### src/sv/drld_pkg.sv
// shared types and constants of the data run list decoder
package drld_pkg;

  // one beat of the byte input
  typedef struct packed {
    logic [7:0] run_byte;
  } run_beat_t;

  // one decoded result beat
  typedef struct packed {
    logic [63:0]        cluster_count;
    logic signed [63:0] relative_offset;
    logic               sparse_run;
    logic               list_end;
    logic               malformed;
  } frag_beat_t;

  // work handed from the front to the back
  typedef enum logic [2:0] {
    OP_END,
    OP_BAD,
    OP_CLEAR,
    OP_LEN,
    OP_OFF
  } op_kind_e;

  typedef struct packed {
    op_kind_e   kind;
    logic [7:0] data;
    logic [2:0] pos;
    logic [3:0] width;
    logic       emit;
    logic       sparse;
  } op_t;

  localparam logic [7:0] HDR_END    = 8'h00;
  localparam logic [3:0] NIBBLE_MSK = 4'hF;
  localparam int unsigned NIBBLE_W  = 4;

endpackage

### src/sv/drld_stream_if.sv
// valid/ready channel carrying one payload beat
interface drld_stream_if #(
  parameter type T = logic
) ();
  logic valid;
  logic ready;
  T     data;

  modport source (output valid, output data, input ready);
  modport sink   (input valid, input data, output ready);
endinterface

### src/sv/drld_front.sv
// front end: tracks the run list phase and classifies each byte
module drld_front import drld_pkg::*; #(
  parameter int unsigned MAX_FIELD_BYTES = 8
) (
  input  logic       clk_i,
  input  logic       rst_ni,
  input  logic       valid_i,
  input  logic [7:0] byte_i,
  input  logic       full_i,
  output logic       ready_o,
  output logic       push_o,
  output op_t        op_o
);

  typedef enum logic [1:0] {
    PH_HEADER,
    PH_LENGTH,
    PH_OFFSET
  } phase_e;

  phase_e     phase_q, phase_d;
  logic [3:0] len_left_q, len_left_d;
  logic [3:0] off_left_q, off_left_d;
  logic [3:0] width_q, width_d;
  logic [2:0] pos_q, pos_d;
  logic       fire;
  logic [3:0] lo, hi;
  logic [3:0] max_nib;

  assign ready_o = !full_i;
  assign fire    = valid_i && !full_i;
  assign push_o  = fire;
  assign lo      = byte_i[NIBBLE_W-1:0] & NIBBLE_MSK;
  assign hi      = byte_i[7:NIBBLE_W] & NIBBLE_MSK;
  assign max_nib = 4'(MAX_FIELD_BYTES);

  always_comb begin
    phase_d    = phase_q;
    len_left_d = len_left_q;
    off_left_d = off_left_q;
    width_d    = width_q;
    pos_d      = pos_q;
    op_o       = '{kind: OP_END, data: byte_i, pos: pos_q, width: width_q,
                   emit: 1'b0, sparse: 1'b0};
    if (fire) begin
      case (phase_q)
        PH_LENGTH: begin
          op_o.kind  = OP_LEN;
          pos_d      = pos_q + 3'd1;
          len_left_d = len_left_q - 4'd1;
          if (len_left_d == 4'd0) begin
            if (off_left_q == 4'd0) begin
              op_o.emit   = 1'b1;
              op_o.sparse = 1'b1;
              phase_d     = PH_HEADER;
            end else begin
              phase_d = PH_OFFSET;
              pos_d   = 3'd0;
            end
          end
        end
        PH_OFFSET: begin
          op_o.kind  = OP_OFF;
          pos_d      = pos_q + 3'd1;
          off_left_d = off_left_q - 4'd1;
          if (off_left_d == 4'd0) begin
            op_o.emit = 1'b1;
            phase_d   = PH_HEADER;
          end
        end
        default: begin
          phase_d = PH_HEADER;
          if (byte_i == HDR_END) begin
            op_o.kind = OP_END;
            op_o.emit = 1'b1;
          end else if (lo > max_nib || hi > max_nib) begin
            op_o.kind   = OP_BAD;
            op_o.emit   = 1'b1;
            op_o.sparse = (hi == 4'd0);
          end else begin
            op_o.kind  = OP_CLEAR;
            op_o.width = hi;
            len_left_d = lo;
            off_left_d = hi;
            width_d    = hi;
            pos_d      = 3'd0;
            phase_d    = (lo != 4'd0) ? PH_LENGTH : PH_OFFSET;
          end
        end
      endcase
    end
  end

  always_ff @(posedge clk_i or negedge rst_ni) begin
    if (!rst_ni) begin
      phase_q    <= PH_HEADER;
      len_left_q <= 4'd0;
      off_left_q <= 4'd0;
      width_q    <= 4'd0;
      pos_q      <= 3'd0;
    end else begin
      phase_q    <= phase_d;
      len_left_q <= len_left_d;
      off_left_q <= off_left_d;
      width_q    <= width_d;
      pos_q      <= pos_d;
    end
  end

  // between runs no field bytes are outstanding
  assert property (@(posedge clk_i) disable iff (!rst_ni)
    phase_q == PH_HEADER |-> len_left_q == 4'd0 && off_left_q == 4'd0)
    else $error("field bytes outstanding while waiting for a header");

  // offset bytes are only gathered for a run with a nonzero offset width
  assert property (@(posedge clk_i) disable iff (!rst_ni)
    phase_q == PH_OFFSET |-> width_q != 4'd0 && off_left_q != 4'd0)
    else $error("offset phase without offset bytes");

endmodule

### src/sv/drld_queue.sv
// two-entry queue of classified bytes between front and back
module drld_queue import drld_pkg::*; (
  input  logic clk_i,
  input  logic rst_ni,
  input  logic push_i,
  input  op_t  op_i,
  input  logic pop_i,
  output logic full_o,
  output logic valid_o,
  output op_t  op_o
);

  op_t        mem_q [2];
  logic       wr_ptr_q, rd_ptr_q;
  logic [1:0] count_q;

  assign full_o  = (count_q == 2'd2);
  assign valid_o = (count_q != 2'd0);
  assign op_o    = mem_q[rd_ptr_q];

  always_ff @(posedge clk_i) begin
    if (push_i) begin
      mem_q[wr_ptr_q] <= op_i;
    end
  end

  always_ff @(posedge clk_i or negedge rst_ni) begin
    if (!rst_ni) begin
      wr_ptr_q <= 1'b0;
      rd_ptr_q <= 1'b0;
      count_q  <= 2'd0;
    end else begin
      if (push_i) begin
        wr_ptr_q <= !wr_ptr_q;
      end
      if (pop_i) begin
        rd_ptr_q <= !rd_ptr_q;
      end
      case ({push_i, pop_i})
        2'b10:   count_q <= count_q + 2'd1;
        2'b01:   count_q <= count_q - 2'd1;
        default: count_q <= count_q;
      endcase
    end
  end

  assert property (@(posedge clk_i) disable iff (!rst_ni)
    count_q != 2'd3 && !(pop_i && count_q == 2'd0) && !(push_i && full_o))
    else $error("queue overrun or underrun");

endmodule

### src/sv/drld_back.sv
// back end: gathers length and offset fields and holds the result beat
module drld_back import drld_pkg::*; (
  input  logic       clk_i,
  input  logic       rst_ni,
  input  logic       valid_i,
  input  op_t        op_i,
  output logic       pop_o,
  output logic       out_valid_o,
  input  logic       out_ready_i,
  output frag_beat_t out_data_o
);

  logic [63:0] len_q, len_d;
  logic [63:0] off_q, off_d;
  logic        out_valid_q;
  frag_beat_t  out_data_q, res;
  logic        fire;
  logic [63:0] lane;

  function automatic logic [63:0] sext(input logic [63:0] v, input logic [3:0] w);
    logic [5:0]  top;
    logic [6:0]  sh;
    logic [63:0] r;
    top = {3'(w[2:0] - 3'd1), 3'b111};
    sh  = {w, 3'b000};
    r   = v;
    if (w < 4'd8 && v[top]) begin
      r = v | (~64'd0 << sh);
    end
    return r;
  endfunction

  assign fire = valid_i && (!out_valid_q || out_ready_i);
  assign pop_o = fire;
  assign lane = 64'(op_i.data) << {op_i.pos, 3'b000};

  always_comb begin
    len_d = len_q;
    off_d = off_q;
    res   = '{cluster_count: 64'd0, relative_offset: 64'sd0, sparse_run: 1'b0,
              list_end: 1'b0, malformed: 1'b0};
    case (op_i.kind)
      OP_END: begin
        res.list_end = 1'b1;
      end
      OP_BAD: begin
        res.malformed  = 1'b1;
        res.sparse_run = op_i.sparse;
      end
      OP_CLEAR: begin
        len_d = 64'd0;
        off_d = 64'd0;
      end
      OP_LEN: begin
        len_d              = len_q | lane;
        res.cluster_count  = len_d;
        res.sparse_run     = 1'b1;
      end
      OP_OFF: begin
        off_d               = off_q | lane;
        res.cluster_count   = len_q;
        res.relative_offset = sext(off_d, op_i.width);
      end
      default: begin
        len_d = len_q;
      end
    endcase
  end

  always_ff @(posedge clk_i or negedge rst_ni) begin
    if (!rst_ni) begin
      len_q       <= 64'd0;
      off_q       <= 64'd0;
      out_valid_q <= 1'b0;
    end else begin
      if (fire) begin
        len_q       <= len_d;
        off_q       <= off_d;
        out_valid_q <= op_i.emit;
      end else if (out_ready_i) begin
        out_valid_q <= 1'b0;
      end
    end
  end

  always_ff @(posedge clk_i) begin
    if (fire && op_i.emit) begin
      out_data_q <= res;
    end
  end

  assign out_valid_o = out_valid_q;
  assign out_data_o  = out_data_q;

  // end-of-list and malformed beats never coincide
  assert property (@(posedge clk_i) disable iff (!rst_ni)
    out_valid_q |-> $onehot0({out_data_q.list_end, out_data_q.malformed}))
    else $error("list end and malformed both set");

  // a sparse run never carries an offset
  assert property (@(posedge clk_i) disable iff (!rst_ni)
    out_valid_q && out_data_q.sparse_run |-> out_data_q.relative_offset == 64'sd0)
    else $error("sparse run with nonzero offset");

endmodule

### src/sv/data_run_list_decoder.sv
// top level of the data run list decoder
// Decodes a run list fed one byte per beat on byte_i. A header byte's low
// nibble gives the number of little-endian run-length bytes and its high
// nibble the number of offset bytes; one fragment beat leaves on frag_o
// after the last byte of each run, with the offset sign-extended from its
// byte width and sparse_run set when there are no offset bytes. A zero
// header gives an end-of-list beat, and a header with a nibble above
// MAX_FIELD_BYTES gives a malformed beat at once and is followed by a new
// header. One byte is taken every cycle while the queue is not full: the front
// classifies the byte in the cycle it is accepted, a two-entry queue hands it
// to the back, and the back folds it into the length or offset accumulator
// and registers the result beat. A fragment thus passes the queue and then the
// back's output register after the byte that completes it, and bytes keep flowing
// while a result waits for frag_o to take it, until the queue holds two bytes.
module data_run_list_decoder import drld_pkg::*; #(
  parameter int unsigned MAX_FIELD_BYTES = 8
) (
  input  logic          clk_i,
  input  logic          rst_ni,
  drld_stream_if.sink   byte_i,
  drld_stream_if.source frag_o
);

  // front to queue
  logic push;
  op_t  op_push;
  logic full;

  // queue to back
  logic q_valid;
  op_t  op_pop;
  logic pop;

  drld_front #(
    .MAX_FIELD_BYTES (MAX_FIELD_BYTES)
  ) u_front (
    .clk_i   (clk_i),
    .rst_ni  (rst_ni),
    .valid_i (byte_i.valid),
    .byte_i  (byte_i.data.run_byte),
    .full_i  (full),
    .ready_o (byte_i.ready),
    .push_o  (push),
    .op_o    (op_push)
  );

  // decouples byte intake from result delivery
  drld_queue u_queue (
    .clk_i   (clk_i),
    .rst_ni  (rst_ni),
    .push_i  (push),
    .op_i    (op_push),
    .pop_i   (pop),
    .full_o  (full),
    .valid_o (q_valid),
    .op_o    (op_pop)
  );

  // accumulators and the output register
  drld_back u_back (
    .clk_i       (clk_i),
    .rst_ni      (rst_ni),
    .valid_i     (q_valid),
    .op_i        (op_pop),
    .pop_o       (pop),
    .out_valid_o (frag_o.valid),
    .out_ready_i (frag_o.ready),
    .out_data_o  (frag_o.data)
  );

endmodule

### src/flat_wrapper.sv
// flat-port wrapper written by rule: the top's interface ports become plain ports
module data_run_list_decoder_flat import drld_pkg::*;
#(
  parameter int unsigned MAX_FIELD_BYTES = 8
)
  (clk_i, rst_ni, byte_i_valid, byte_i_data, byte_i_ready, frag_o_valid, frag_o_data, frag_o_ready);
  drld_stream_if #(.T(run_beat_t)) byte_i_i ();
  drld_stream_if #(.T(frag_beat_t)) frag_o_i ();
  input  logic clk_i;
  input  logic rst_ni;
  input wire logic [$bits(byte_i_i.valid)-1:0] byte_i_valid;
  input wire logic [$bits(byte_i_i.data)-1:0] byte_i_data;
  output wire logic [$bits(byte_i_i.ready)-1:0] byte_i_ready;
  output wire logic [$bits(frag_o_i.valid)-1:0] frag_o_valid;
  output wire logic [$bits(frag_o_i.data)-1:0] frag_o_data;
  input wire logic [$bits(frag_o_i.ready)-1:0] frag_o_ready;
  assign byte_i_i.valid = byte_i_valid;
  assign byte_i_i.data = byte_i_data;
  assign byte_i_ready = byte_i_i.ready;
  assign frag_o_valid = frag_o_i.valid;
  assign frag_o_data = frag_o_i.data;
  assign frag_o_i.ready = frag_o_ready;
  data_run_list_decoder #(.MAX_FIELD_BYTES(MAX_FIELD_BYTES)) u_core (.clk_i(clk_i), .rst_ni(rst_ni), .byte_i(byte_i_i), .frag_o(frag_o_i));
endmodule
### config.mk
export PLATFORM = sky130hd
export DESIGN_NAME = data_run_list_decoder_flat
export DESIGN_NICKNAME = d
export VERILOG_FILES = /design/src/sv/drld_pkg.sv /design/src/sv/drld_stream_if.sv /design/src/sv/drld_front.sv /design/src/sv/drld_queue.sv /design/src/sv/drld_back.sv /design/src/sv/data_run_list_decoder.sv /design/src/flat_wrapper.sv
export SDC_FILE = /design/constraint.sdc
export NUM_CORES = 1
export LEC_CHECK = 0
export BUFFER_PORTS_ARGS = -buffer_cell sky130_fd_sc_hd__buf_2
export CAP_MARGIN = 30
export CORE_ASPECT_RATIO = 0.8
export CORE_MARGIN = 1
export CORE_UTILIZATION = 59
export CTS_CLUSTER_SIZE = 8
export DETAILED_ROUTE_END_ITERATION = 6
export PLACE_DENSITY = 0.88
export SLEW_MARGIN = 20
export SYNTH_ARGS = -nofsm -noshare
export SYNTH_HDL_FRONTEND = slang
export SYNTH_SLANG_ARGS = --single-unit
### constraint.sdc
create_clock -name clk_i -period 8.4 [get_ports clk_i]
set_input_delay 0 -clock clk_i [delete_from_list [all_inputs] [get_ports clk_i]]
set_output_delay 0 -clock clk_i [all_outputs]
set_load 0.05 [all_outputs]
==> results.sh <==
export IMPL_cts_tree="done"
export IMPL_slew_headroom=0.422
export IMPL_synth_fp_nets=1102
export IMPL_cts_resized=0
export IMPL_cts_buffer_depth=3
export IMPL_critPathMostFrequentCell="buf_4"
export IMPL_synth_cell_type_count=64
export IMPL_row_count=49
export IMPL_hpwl_um=19700
export IMPL_drive_above_1_share=0.211
export IMPL_arrival_ps=3460
export IMPL_post_route_period_util=0.382
export IMPL_ys_async_sr_fraction=0.467
export IMPL_avgSynthCellArea_sq_um=12.6
export IMPL_dr_pass1_iters=6
export IMPL_routed_wl_um=33800
export IMPL_htree_levels=2
export IMPL_layout_commonest_cell="edfxtp_1"
export IMPL_crit_family="buffers and inverters"
export IMPL_vdd_drop_max_mv=0.331
export IMPL_slowest_stage="mux2_2"
export IMPL_root_buffer="clkbuf_16"
export IMPL_drc=0
export IMPL_required_ps=8650
export IMPL_io_pins=145
export IMPL_core_sq_um=22500
export IMPL_hold_class="primary input to asynchronous set/reset pin"
export IMPL_wl_per_cell_um=21.7
export IMPL_cts_buffers=46
export IMPL_rsz0062_at_grt="no"
export IMPL_leakagePower_nw=6.61
export IMPL_slew_violations=0
export IMPL_synth_ff_type="edfxtp_1"
export IMPL_dieArea_sq_um=23600
export IMPL_fillers=1455
export IMPL_tightestPinTransition_ps=867
export IMPL_antenna_left=0
export IMPL_yosys_area_top_type="edfxtp_1"
export IMPL_run_status="complete, no violations"
export IMPL_min_period_ps=3210
export IMPL_gp_congestion=0.911
export IMPL_critPathMaxFanout=31
export IMPL_cp_num_buf_inv=3
export IMPL_clk_pin_slew_ps=50
export IMPL_synth_edf_count=171
export IMPL_die_w_um=171
export IMPL_timing_fmax_mhz=311
export IMPL_ys_warn_count=0
export IMPL_crit_path_max_incr_delay_ps=520
export IMPL_drtIter0Drc=1418
export IMPL_setup_tns_ps=0
export IMPL_fin_util=0.706
export IMPL_insertion_delay_ps=540
export IMPL_grt_max_degree=92
export IMPL_synthTopCellsByArea="edfxtp_1 (38%), dfrtp_1 (28%), a22o_1 (7.1%)"
export IMPL_final_cell_mix="edfxtp_1 (171), dfrtp_1 (150), buf_2 (143)"
export IMPL_die_h_um=137
export IMPL_cp_end_kind="register"
export IMPL_area_growth_pct=17.3
export IMPL_setup_violations=0
export IMPL_synth_top_area_frac=0.379
export IMPL_vias=9993
export IMPL_grt_first_pass_wirelength_um=52100
export IMPL_worstSetupStartpointType="register"
export IMPL_reg2reg_depth=10
export IMPL_reg2reg_slack_ps=5190
export IMPL_hold_viol_final=0
export IMPL_via_per_inst=6.39
export IMPL_start_util=0.602
export IMPL_fin_skew_ps=17.1
export IMPL_critPathKind="register to register"
export IMPL_grt_usage=0.293
export IMPL_antenna_found_initial=0
export IMPL_clock_sinks=321
export IMPL_syn_area_sq_um=13500
export IMPL_yosysSeqAreaShare=0.657
export IMPL_r2r_end="u_core.u_back.out_data_o[34]"
export IMPL_io_buffers=144
export IMPL_grt_overflow=0
export IMPL_crit_path_cell_trace="buf_4, mux2_2, inv_1, ha_1, xnor2_2, a2111oi_1, a211oi_2, o311ai_4, buf_4, o22ai_1"
export IMPL_grt_pass1_vias=9506
export IMPL_n_antenna_cell=0
export IMPL_ys_ff_latch=321
export IMPL_reg2reg_from="u_core.u_queue.rd_ptr_q"
export IMPL_power_density_nw_per_um2=469
export IMPL_maxCapViolCount=0
export IMPL_syn_instance_count=1077
export IMPL_nets=1247
==> logic make-up after synthesis <==
| logic type | synth area share |
|---|---|
| buf+inv | 0.0346 |
| simple gates | 0.0728 |
| flops | 0.657 |
| compound gates | 0.207 |
| fa+ha+maj | 0.0120 |
| xor+xnor | 0.00573 |
| mux | 0.0115 |
==> through the flow <==
stage	instance area, sq um	total power, mW	worst slack (ps)	hold slack, ps	instances
floorplan	13500	5.00	1350	-296	1077
global placement	14400	5.61	5330	142	1468
detailed placement	14400	5.70	5260	142	1468
CTS	15900	7.42	5240	143	1562
global route	15900	7.76	5020	213	1563
finish	15900	7.45	5190	105	1563
==> sequential cells by signal, indices dropped and copies added, names as in the netlist <==
signal	cells
u_core.u_queue.rd_ptr_q	1
u_core.u_front.phase_q	2
u_core.u_front.pos_q	3
u_core.u_front.width_q	4
u_core.u_queue.count_q	2
u_core.u_back.off_q	64
u_core.u_back.len_q	64
u_core.u_back.out_data_o	131
u_core.u_front.off_left_q	4
u_core.u_back.out_valid_o	1
u_core.u_front.len_left_q	4
u_core.u_queue.mem_q	40
u_core.u_queue.wr_ptr_q	1
==> area by class of cell <==
class                      count  area, sq um  area share
multi-input combinational    658         4230       0.266
timing repair buffer         173          980      0.0617
clock buffer                  79         1270      0.0803
clock inverter                 4         42.5     0.00268
tap                          306          383      0.0241
sequential                   321         8890       0.560
inverter                      22         82.6     0.00520
==> routing by layer <==
| layer | share of wire | routed length, um | global-route usage |
|---|---|---|---|
| met5 | 0 | 0 | 0 |
| met3 | 0.096 | 3240 | 0.0572 |
| met4 | 0.037 | 1240 | 0.128 |
| met1 | 0.41 | 13900 | 0.413 |
| met2 | 0.46 | 15500 | 0.446 |
==> power by group <==
group	switching (mW)	leakage [nW]	internal, mW
registers	0.316	3.70	2.42
logic	2.35	2.29	0.685
clock network	0.656	0.626	1.02
total	3.32	6.61	4.13
==> timing repair <==
| action | in CTS | in global routing |
|---|---|---|
| hold buffers | 11 | 0 |
| hold endpoints to repair | 128 | 0 |
| buffers inserted | 0 | 0 |
==> synth_stat cells, types with 3 or more instances <==
cell type	instances
nor3_1	4
a22oi_1	13
buf_1	5
buf_2	16
nand2b_1	8
nand2_1	50
nor2b_1	6
o21ai_0	105
o21ai_1	10
clkbuf_1	42
buf_6	9
nor2_1	143
a21oi_1	72
a32o_1	5
a31oi_1	12
nand3_1	3
mux2_2	6
or2_2	3
a211oi_2	4
mux2i_1	5
dfrtp_1	150
o31a_1	3
inv_1	20
xnor2_1	6
a211oi_1	5
o22a_1	4
buf_4	3
and2_1	5
edfxtp_1	171
o31ai_2	20
a22o_1	110
ha_1	13
o32ai_1	3
o22ai_1	5
nor4_1	3
==> how the worst max path moves through the flow <==
stage | startpoint | endpoint | cells after the start
3_3_place_gp | u_core.u_queue.rd_ptr_q | u_core.u_back.out_data_o[34] | 10
5_1_grt | u_core.u_queue.rd_ptr_q | u_core.u_back.out_data_o[34] | 10
6_report | u_core.u_queue.rd_ptr_q | u_core.u_back.out_data_o[34] | 10
3_5_place_dp | u_core.u_queue.rd_ptr_q | u_core.u_back.out_data_o[34] | 10
2_1_floorplan | u_core.u_queue.rd_ptr_q | u_core.u_back.out_data_o[0] | 5
4_1_cts | u_core.u_queue.rd_ptr_q | u_core.u_back.out_data_o[34] | 10
==> worst reg2reg max path, stage by stage, from the launching register on <==
cell	delay, ps
dfrtp_1	310
buf_4	330
mux2_2	530
inv_1	130
ha_1	200
xnor2_2	110
a2111oi_1	490
a211oi_2	110
o311ai_4	90
buf_4	450
o22ai_1	180
Note: power is estimated with default switching activity, not from simulation.
